## src/sha_pkg.sv

```systemverilog
`timescale 1ns / 1ps

package sha_pkg;

    typedef struct packed {
        logic [7:0] data_byte;
        logic       byte_present;
        logic       message_end;
    } sha_in_t;

    typedef struct packed {
        logic [31:0] digest_word;
        logic [2:0]  word_index;
        logic        last_word;
    } sha_out_t;

    localparam logic [7:0] PAD_BYTE = 8'h80;

    localparam logic [31:0] ROUND_K [64] = '{
        32'h428a2f98, 32'h71374491, 32'hb5c0fbcf, 32'he9b5dba5,
        32'h3956c25b, 32'h59f111f1, 32'h923f82a4, 32'hab1c5ed5,
        32'hd807aa98, 32'h12835b01, 32'h243185be, 32'h550c7dc3,
        32'h72be5d74, 32'h80deb1fe, 32'h9bdc06a7, 32'hc19bf174,
        32'he49b69c1, 32'hefbe4786, 32'h0fc19dc6, 32'h240ca1cc,
        32'h2de92c6f, 32'h4a7484aa, 32'h5cb0a9dc, 32'h76f988da,
        32'h983e5152, 32'ha831c66d, 32'hb00327c8, 32'hbf597fc7,
        32'hc6e00bf3, 32'hd5a79147, 32'h06ca6351, 32'h14292967,
        32'h27b70a85, 32'h2e1b2138, 32'h4d2c6dfc, 32'h53380d13,
        32'h650a7354, 32'h766a0abb, 32'h81c2c92e, 32'h92722c85,
        32'ha2bfe8a1, 32'ha81a664b, 32'hc24b8b70, 32'hc76c51a3,
        32'hd192e819, 32'hd6990624, 32'hf40e3585, 32'h106aa070,
        32'h19a4c116, 32'h1e376c08, 32'h2748774c, 32'h34b0bcb5,
        32'h391c0cb3, 32'h4ed8aa4a, 32'h5b9cca4f, 32'h682e6ff3,
        32'h748f82ee, 32'h78a5636f, 32'h84c87814, 32'h8cc70208,
        32'h90befffa, 32'ha4506ceb, 32'hbef9a3f7, 32'hc67178f2
    };

    localparam logic [31:0] START_H [8] = '{
        32'h6a09e667, 32'hbb67ae85, 32'h3c6ef372, 32'ha54ff53a,
        32'h510e527f, 32'h9b05688c, 32'h1f83d9ab, 32'h5be0cd19
    };

    function automatic logic [31:0] ror32(input logic [31:0] v, input int unsigned s);
        ror32 = (v >> s) | (v << (32 - s));
    endfunction

endpackage

```

## src/sha_ram.sv

```systemverilog
`timescale 1ns / 1ps

module sha_ram #(
    parameter int WIDTH = 32,
    parameter int DEPTH = 16
) (
    input  logic                     clk,
    input  logic                     we,
    input  logic [$clog2(DEPTH)-1:0] waddr,
    input  logic [WIDTH-1:0]         wdata,
    input  logic [$clog2(DEPTH)-1:0] raddr,
    output logic [WIDTH-1:0]         rdata
);

    logic [WIDTH-1:0] mem [DEPTH];

    always_ff @(posedge clk)
    begin
        if (we)
        begin
            mem[waddr] <= wdata;
        end
        rdata <= mem[raddr];
    end

endmodule

```

## src/sha256_stream_hash_core.sv

```systemverilog
`timescale 1ns / 1ps

// Streaming SHA-256 engine. One message byte is taken per word on the input
// channel and packed into a 16-entry block RAM by read-modify-write: the
// target word is read, then written back with the byte merged in. The 64th byte
// of a block starts a compression that walks the 16-entry schedule RAM round by
// round. Each of the first 16 rounds makes two reads and then the round update,
// and each later round makes four reads of the schedule window, then the update
// with the write-back of the new schedule word. Loading and updating the
// chaining words are one state each, and input is stalled for the whole block.
// An end-of-message word pads the block (one RAM write per
// remaining word), runs one or two compressions and then presents eight
// digest words, H0 first, the last one flagged.
module sha256_stream_hash_core (
    input  logic              clk,
    input  logic              rst_n,
    input  logic              in_valid,
    output logic              in_stall,
    input  sha_pkg::sha_in_t  in_data,
    output logic              out_valid,
    input  logic              out_stall,
    output sha_pkg::sha_out_t out_data
);

    import sha_pkg::*;

    localparam logic [3:0] S_IDLE  = 4'd0;
    localparam logic [3:0] S_BYTE  = 4'd1;
    localparam logic [3:0] S_PAD   = 4'd2;
    localparam logic [3:0] S_LEN   = 4'd3;
    localparam logic [3:0] S_CLOAD = 4'd4;
    localparam logic [3:0] S_RRD   = 4'd5;
    localparam logic [3:0] S_RWR   = 4'd6;
    localparam logic [3:0] S_CUPD  = 4'd7;
    localparam logic [3:0] S_EMIT  = 4'd8;
    localparam logic [3:0] S_FIN   = 4'd9;

    logic [3:0]  state_reg, state_next;
    logic [5:0]  fill_reg, fill_next;
    logic [63:0] bits_reg, bits_next;
    logic [7:0]  byte_reg, byte_next;
    logic        end_reg, end_next;
    logic        after_reg, after_next;   // 0: compress during finish, followed by the length block or the digest
    logic [3:0]  widx_reg, widx_next;
    logic [5:0]  rnd_reg, rnd_next;
    logic [2:0]  hidx_reg, hidx_next;
    logic        two_reg, two_next;
    logic [31:0] a_reg, b_reg, c_reg, d_reg, e_reg, f_reg, g_reg, h_reg;
    logic [31:0] a_next, b_next, c_next, d_next, e_next, f_next, g_next, h_next;
    logic [31:0] chain_reg [8];
    logic [31:0] chain_next [8];

    logic        bw_we;
    logic [3:0]  bw_wa, bw_ra;
    logic [31:0] bw_wd, bw_rd;

    sha_ram #(.WIDTH(32), .DEPTH(16)) u_block (
        .clk(clk), .we(bw_we), .waddr(bw_wa), .wdata(bw_wd), .raddr(bw_ra), .rdata(bw_rd)
    );

    // The schedule lives in the block RAM itself: w[t] replaces w[t-16] at
    // entry t mod 16. Each later round reads w[t-16], w[t-15], w[t-7], w[t-2] one per
    // cycle, so the round needs several reads; a simple sequencer walks them.
    logic [1:0]  sub_reg, sub_next;
    logic [31:0] x15_reg, x15_next, x7_reg, x7_next, x16_reg, x16_next;

    logic [31:0] s0, s1, wnew, wuse, t1, t2, big0, big1, ch, maj;

    always_comb
    begin
        s0   = ror32(x15_reg, 7) ^ ror32(x15_reg, 18) ^ (x15_reg >> 3);
        s1   = ror32(bw_rd, 17) ^ ror32(bw_rd, 19) ^ (bw_rd >> 10);
        wnew = x16_reg + s0 + x7_reg + s1;
        wuse = (rnd_reg < 6'd16) ? x16_reg : wnew;
        big1 = ror32(e_reg, 6) ^ ror32(e_reg, 11) ^ ror32(e_reg, 25);
        ch   = (e_reg & f_reg) ^ (~e_reg & g_reg);
        t1   = h_reg + big1 + ch + ROUND_K[rnd_reg] + wuse;
        big0 = ror32(a_reg, 2) ^ ror32(a_reg, 13) ^ ror32(a_reg, 22);
        maj  = (a_reg & b_reg) ^ (a_reg & c_reg) ^ (b_reg & c_reg);
        t2   = big0 + maj;
    end

    always_comb
    begin
        state_next = state_reg;
        fill_next  = fill_reg;
        bits_next  = bits_reg;
        byte_next  = byte_reg;
        end_next   = end_reg;
        after_next = after_reg;
        widx_next  = widx_reg;
        rnd_next   = rnd_reg;
        hidx_next  = hidx_reg;
        two_next   = two_reg;
        sub_next   = sub_reg;
        x15_next   = x15_reg;
        x7_next    = x7_reg;
        x16_next   = x16_reg;
        a_next = a_reg; b_next = b_reg; c_next = c_reg; d_next = d_reg;
        e_next = e_reg; f_next = f_reg; g_next = g_reg; h_next = h_reg;
        for (int i = 0; i < 8; i++)
        begin
            chain_next[i] = chain_reg[i];
        end
        bw_we = 1'b0;
        bw_wa = fill_reg[5:2];
        bw_wd = 32'd0;
        bw_ra = fill_reg[5:2];
        in_stall  = (state_reg != S_IDLE);
        out_valid = (state_reg == S_EMIT);
        out_data.digest_word = chain_reg[hidx_reg];
        out_data.word_index  = hidx_reg;
        out_data.last_word   = (hidx_reg == 3'd7);

        case (state_reg)
            S_IDLE:
            begin
                if (in_valid)
                begin
                    byte_next = in_data.data_byte;
                    end_next  = in_data.message_end;
                    if (in_data.byte_present)
                    begin
                        state_next = S_BYTE;   // RAM read of the target word issued now
                    end
                    else if (in_data.message_end)
                    begin
                        state_next = S_PAD;
                    end
                end
            end
            S_BYTE:
            begin
                bw_we = 1'b1;
                case (fill_reg[1:0])
                    2'd0:    bw_wd = {byte_reg, 24'd0};
                    2'd1:    bw_wd = {bw_rd[31:24], byte_reg, 16'd0};
                    2'd2:    bw_wd = {bw_rd[31:16], byte_reg, 8'd0};
                    default: bw_wd = {bw_rd[31:8], byte_reg};
                endcase
                bits_next = bits_reg + 64'd8;
                fill_next = fill_reg + 6'd1;
                if (fill_reg == 6'd63)
                begin
                    after_next = 1'b1;
                    state_next = S_CLOAD;
                    hidx_next  = 3'd0;
                end
                else
                begin
                    state_next = end_reg ? S_PAD : S_IDLE;
                end
            end
            S_PAD:
            begin
                // pad byte at fill position, then zero the rest word by word
                if (sub_reg == 2'd0)
                begin
                    sub_next = 2'd1;   // wait for read of the partial word
                end
                else
                begin
                    bw_we = 1'b1;
                    case (fill_reg[1:0])
                        2'd0:    bw_wd = {PAD_BYTE, 24'd0};
                        2'd1:    bw_wd = {bw_rd[31:24], PAD_BYTE, 16'd0};
                        2'd2:    bw_wd = {bw_rd[31:16], PAD_BYTE, 8'd0};
                        default: bw_wd = {bw_rd[31:8], PAD_BYTE};
                    endcase
                    sub_next   = 2'd0;
                    widx_next  = fill_reg[5:2] + 4'd1;
                    two_next   = (fill_reg >= 6'd56);
                    state_next = S_LEN;
                end
            end
            S_LEN:
            begin
                // zero fill, then length in words 14 and 15 unless two blocks
                bw_we = 1'b1;
                bw_wa = widx_reg;
                if (!two_reg && widx_reg == 4'd14)
                begin
                    bw_wd = bits_reg[63:32];
                end
                else if (!two_reg && widx_reg == 4'd15)
                begin
                    bw_wd = bits_reg[31:0];
                end
                else
                begin
                    bw_wd = 32'd0;
                end
                if (widx_reg == 4'd15 || (widx_reg == 4'd0 && fill_reg[5:2] == 4'd15))
                begin
                    bw_we      = (widx_reg == 4'd15);
                    after_next = 1'b0;
                    hidx_next  = 3'd0;
                    state_next = S_CLOAD;
                end
                widx_next = widx_reg + 4'd1;
            end
            S_CLOAD:
            begin
                a_next = chain_reg[0]; b_next = chain_reg[1];
                c_next = chain_reg[2]; d_next = chain_reg[3];
                e_next = chain_reg[4]; f_next = chain_reg[5];
                g_next = chain_reg[6]; h_next = chain_reg[7];
                rnd_next   = 6'd0;
                sub_next   = 2'd0;
                bw_ra      = 4'd0;
                state_next = S_RRD;
            end
            S_RRD:
            begin
                // sub 0: issue w[t-16]; 1: w[t-15]; 2: w[t-7]; 3: w[t-2]
                case (sub_reg)
                    2'd0:    bw_ra = rnd_reg[3:0];
                    2'd1:    bw_ra = rnd_reg[3:0] + 4'd1;
                    2'd2:    bw_ra = rnd_reg[3:0] + 4'd9;
                    default: bw_ra = rnd_reg[3:0] + 4'd14;
                endcase
                case (sub_reg)
                    2'd1:    x16_next = bw_rd;
                    2'd2:    x15_next = bw_rd;
                    2'd3:    x7_next  = bw_rd;
                    default: x16_next = x16_reg;
                endcase
                if (sub_reg == 2'd3 || rnd_reg < 6'd16 && sub_reg == 2'd1)
                begin
                    state_next = S_RWR;
                end
                sub_next = sub_reg + 2'd1;
            end
            S_RWR:
            begin
                if (rnd_reg >= 6'd16)
                begin
                    bw_we = 1'b1;
                    bw_wa = rnd_reg[3:0];
                    bw_wd = wnew;
                end
                else
                begin
                    x16_next = bw_rd;
                end
                h_next = g_reg; g_next = f_reg; f_next = e_reg; e_next = d_reg + t1;
                d_next = c_reg; c_next = b_reg; b_next = a_reg; a_next = t1 + t2;
                sub_next = 2'd0;
                rnd_next = rnd_reg + 6'd1;
                state_next = (rnd_reg == 6'd63) ? S_CUPD : S_RRD;
            end
            S_CUPD:
            begin
                chain_next[0] = chain_reg[0] + a_reg; chain_next[1] = chain_reg[1] + b_reg;
                chain_next[2] = chain_reg[2] + c_reg; chain_next[3] = chain_reg[3] + d_reg;
                chain_next[4] = chain_reg[4] + e_reg; chain_next[5] = chain_reg[5] + f_reg;
                chain_next[6] = chain_reg[6] + g_reg; chain_next[7] = chain_reg[7] + h_reg;
                if (after_reg)
                begin
                    state_next = end_reg ? S_PAD : S_IDLE;
                end
                else if (two_reg)
                begin
                    two_next   = 1'b0;
                    widx_next  = 4'd0;
                    fill_next  = 6'd0;    // next LEN pass rewrites all sixteen words
                    state_next = S_LEN;
                end
                else
                begin
                    state_next = S_EMIT;
                end
            end
            S_EMIT:
            begin
                if (!out_stall)
                begin
                    hidx_next = hidx_reg + 3'd1;
                    if (hidx_reg == 3'd7)
                    begin
                        state_next = S_FIN;
                    end
                end
            end
            S_FIN:
            begin
                for (int i = 0; i < 8; i++)
                begin
                    chain_next[i] = START_H[i];
                end
                fill_next  = 6'd0;
                bits_next  = 64'd0;
                end_next   = 1'b0;
                state_next = S_IDLE;
            end
            default:
            begin
                state_next = S_IDLE;
            end
        endcase
    end

    // Round reads: sub counts issue order; rdata is registered and arrives in the next
    // cycle, so the value captured at sub k belongs to the read issued at sub k-1.
    // In RWR the last read (w[t-2], or w[t+1] for early rounds) is on bw_rd.

    always_ff @(posedge clk or negedge rst_n)
    begin
        if (!rst_n)
        begin
            state_reg <= S_IDLE;
            fill_reg  <= 6'd0;
            bits_reg  <= 64'd0;
            end_reg   <= 1'b0;
            after_reg <= 1'b0;
            two_reg   <= 1'b0;
            sub_reg   <= 2'd0;
            hidx_reg  <= 3'd0;
            for (int i = 0; i < 8; i++)
            begin
                chain_reg[i] <= START_H[i];
            end
        end
        else
        begin
            state_reg <= state_next;
            fill_reg  <= fill_next;
            bits_reg  <= bits_next;
            end_reg   <= end_next;
            after_reg <= after_next;
            two_reg   <= two_next;
            sub_reg   <= sub_next;
            hidx_reg  <= hidx_next;
            for (int i = 0; i < 8; i++)
            begin
                chain_reg[i] <= chain_next[i];
            end
        end
    end

    always_ff @(posedge clk)
    begin
        byte_reg <= byte_next;
        widx_reg <= widx_next;
        rnd_reg  <= rnd_next;
        x15_reg  <= x15_next;
        x7_reg   <= x7_next;
        x16_reg  <= x16_next;
        a_reg <= a_next; b_reg <= b_next; c_reg <= c_next; d_reg <= d_next;
        e_reg <= e_next; f_reg <= f_next; g_reg <= g_next; h_reg <= h_next;
    end

    assert property (@(posedge clk) disable iff (!rst_n)
        out_valid |-> in_stall)
        else $error("input taken while digest is shown");
    assert property (@(posedge clk) disable iff (!rst_n)
        (out_valid && !out_stall && out_data.last_word) |=> (state_reg == S_FIN))
        else $error("last word did not finish the message");
    assert property (@(posedge clk) disable iff (!rst_n)
        (state_reg == S_FIN) |=> (fill_reg == 6'd0 && bits_reg == 64'd0))
        else $error("message state not cleared");

endmodule

```

## config.mk

```make
export PLATFORM = sky130hd
export DESIGN_NAME = sha256_stream_hash_core
export DESIGN_NICKNAME = d
export VERILOG_FILES = /design/src/sha_pkg.sv /design/src/sha_ram.sv /design/src/sha256_stream_hash_core.sv
export SDC_FILE = /design/constraint.sdc
export NUM_CORES = 2
export LEC_CHECK = 0
export ABC_CLOCK_PERIOD_IN_PS = 11500
export BUFFER_PORTS_ARGS = -buffer_cell sky130_fd_sc_hd__buf_4
export CAP_MARGIN = 20
export CORE_ASPECT_RATIO = 1.75
export CORE_MARGIN = 4
export CORE_UTILIZATION = 53
export CTS_BUF_LIST = sky130_fd_sc_hd__clkbuf_8
export CTS_CLUSTER_DIAMETER = 120
export DETAILED_ROUTE_END_ITERATION = 12
export PLACE_DENSITY = 0.74
export SKIP_LAST_GASP = 1
export SLEW_MARGIN = 20
export SYNTH_ARGS = -nofsm -noshare
export SYNTH_HDL_FRONTEND = slang
export SYNTH_SLANG_ARGS = --single-unit
```

## constraint.sdc

```tcl
create_clock -name clk -period 11.5 [get_ports clk]
set_input_delay 0.575 -clock clk [delete_from_list [all_inputs] [get_ports clk]]
set_output_delay 0.575 -clock clk [all_outputs]
set_load 0.005 [all_outputs]
```

==> reports/metrics.csv <==
stage;metric;value;unit
status;outcome;finished, violations left;
status;violations;DRC;
drt;vias_per_cell;6.23;
setup_path;kind_of_capture_point_of_the_worst_setup_path;register;
setup_path;startpoint_types;register;
drt;routed-via-count;64500;
final_layout;number_of_flip_flops_under_the_largest_register_name;512;
floorplan;core_area;150000;sq um
setup_path;kind_of_critical_path;register to register;
clocking;numCtsBuffers;197;
synthesis;netlist_top_cells_area;edfxtp_1, nand2_1, ha_1, dfrtp_1, fa_1;
setup_path;worst_ep_required_time;12150;ps
floorplan;initial_utilization;53.4;%
final_layout;most-common-layout-cells;nand2_1, edfxtp_1, inv_1, a21oi_1, o21ai_0;
drt;first_iter_violations;6124;
sta;holdWs;156;ps
min_path;hold_path.class;input port to register;
sta;worstMarginPinSlew;1270;ps
global_route;pin_count_of_the_biggest_net_entering_global_routing;159;
synthesis;synth_cell_type_count;86;
setup_path;critical_path.max_fanout;7;
final_layout;area_delta_synth_final;8.48;%
synthesis;ys_seq_area_share;44.6;%
floorplan;die-height;522;um
setup_path;critical_path.n_buffers_inverters;8;
synthesis;ys_seq_elements;1249;
clocking;ctsLongestPathBuffers;4;
setup_path;cp.arrival;11650;ps
global_route;grt_pass1_vias;64500;
global_route;grt_util_all_layers;34.8;%
synthesis;postSynth.topFlopCell;edfxtp_1;
final_layout;final_core_util;57.9;%
flow_run;max-cap-violations;0;
setup_path;rrSetupSlack;490;ps
placed_design;gp_routability_congestion;1.04;
sta;finClkSkew;83.0;ps
synthesis;synth.cell_area;80100;sq um
setup_path;critical-path-max-stage-delay;540;ps
global_route;antenna_found_initial;6;
drt;antenna_violating_nets_post_route;0;
placed_design;port_buffers;51;
sta;slew_headroom;15.2;%
synthesis;post_synth.cell_area_avg;9.79;sq um
sta;finalSetupViolCount;0;
placed_design;detailed_place_hpwl;202;mm
floorplan;rows;188;
floorplan;fp.dieArea;158000;sq um
synthesis;syn_nets;8813;
placed_design;post_dp_cell_area;82900;sq um
setup_path;critical-path-slowest-cell;fa_1;
synthesis;total_of_warnings_raised_by_yosys;0;
global_route;grt_overflow;0;
drt;drcViolationCount;2;
synthesis;synth_largest_area_cell;edfxtp_1;
global_route;grt_pass1_wl;407;mm
sta;timing.final.max_slew_violations;0;
clocking;h-tree-depth;4;
final_layout;drive_gt1_share;9.68;%
clocking;worstSkewPairLatency;970;ps
synthesis;post_synth_inst_count;8181;
clocking;cts.reportedPaths.clkPinSlew;70;ps
drt;post_drt_wl_per_cell;27.0;um
final_layout;final_design_area_no_fill;86900;sq um
sta;final.setup.tns;0;ps
final_layout;fin_nets;8808;
floorplan;floorplan.io_pins;52;
synthesis;postSynth.asyncResetShare;26.8;%
sta;period_needed;11010;ps
drt;drt_pre_antenna_iters;10;
clocking;tritoncts;done;
clocking;clk_root_buffer_cell;clkbuf_8;
sta;fin_crit_sh;95.7;%
synthesis;yosys.area.top_type_share;33.1;%
drt;finalWirelength;279;mm
floorplan;floorplan.die.width;302;um
final_layout;layout_commonest_cell;nand2_1;
sta;final_hold_viol_count;0;
setup_path;cpLargestDelayFamily;adder cells;
clocking;numClockSinks;1249;
sta;achievable-frequency;0.0909;GHz
synthesis;synth_enable_flop_cells;882;
worst paths after layout:
path	start	to	depth (start not counted)
max in group asynchronous	rst_n	chain_reg[200]	3
max reg2reg	x15_reg[5]	a_reg[31]	50
min reg2reg	chain_reg[159]	chain_reg[159]	2
max	x15_reg[5]	a_reg[31]	50
min in group asynchronous	rst_n	chain_reg[94]	2
min	in_data[1]	state_reg[0]	5
worst reg2reg max path: cells and delay by family (launching register included):
kind                       cells  cell delay [ps]
AOI/OAI and AO/OA             20             3520
xor gates and xnor gates       5              900
adders and majority gates      9             3860
buffers and inverters          8              680
DFF                            1              450
and+or+nand+nor                8             1340
kinds of logic after synthesis:
logic type,share of synthesized area (%)
adder cells (fa/ha/maj),11.6
XOR/XNOR,6.56
multiplexers,3.17
AND/OR/NAND/NOR,14.8
buffers and inverters,4.38
AO/OA/AOI/OAI,15.0
flip-flops,44.6
layer usage:
layer	wire length, um	global-route usage (%)	vias to the layer above
met5	15	0	-
met3	16800	4.85	1024
met1	91500	36.3	31500
met4	30900	31.4	2
li1	-	-	29000
met2	140000	60.5	2957
final cells by class:
type,instances,area (sq um)
Inverter,522,1960
Multi-Input combinational cell,5997,41200
Sequential cell,1249,35700
Timing Repair Buffer,209,1680
Antenna cell,12,30.0
Clock inverter,145,798
Tap cell,1995,2500
Clock buffer,216,2970
Fill cell,13000,63200
synthesized netlist by cell type, drive strengths merged (90+ instances only):
cell type,n
a311oi,108
o21ai,487
dfrtp,199
edfxtp,882
nand3,248
xnor2,344
inv,521
clkbuf,372
nor2,431
ha,421
a31oi,90
nor3,116
a21oi,481
xor2,256
a21o,210
nand2,1552
and3,109
dfstp,136
fa,197
per-stage QoR:
stage / instances / setup slack, ps
2_1_floorplan: 8181 / 1730
3_3_place_gp: 9959 / 263
3_5_place_dp: 9959 / 166
4_1_cts: 10300 / 179
5_1_grt: 10300 / -66.8
6_report: 10300 / 493
timing repair:
item                                    CTS  global route
endpoints found under the setup margin    0             3
gates resized for setup                   0            12
endpoints found under the hold margin    60             0
setup buffers                             0             1
hold buffers                             11             0
Power is left out: the tool's default activity adds up to more than one toggle a clock period on the data nets, which glitch-free logic cannot reach.
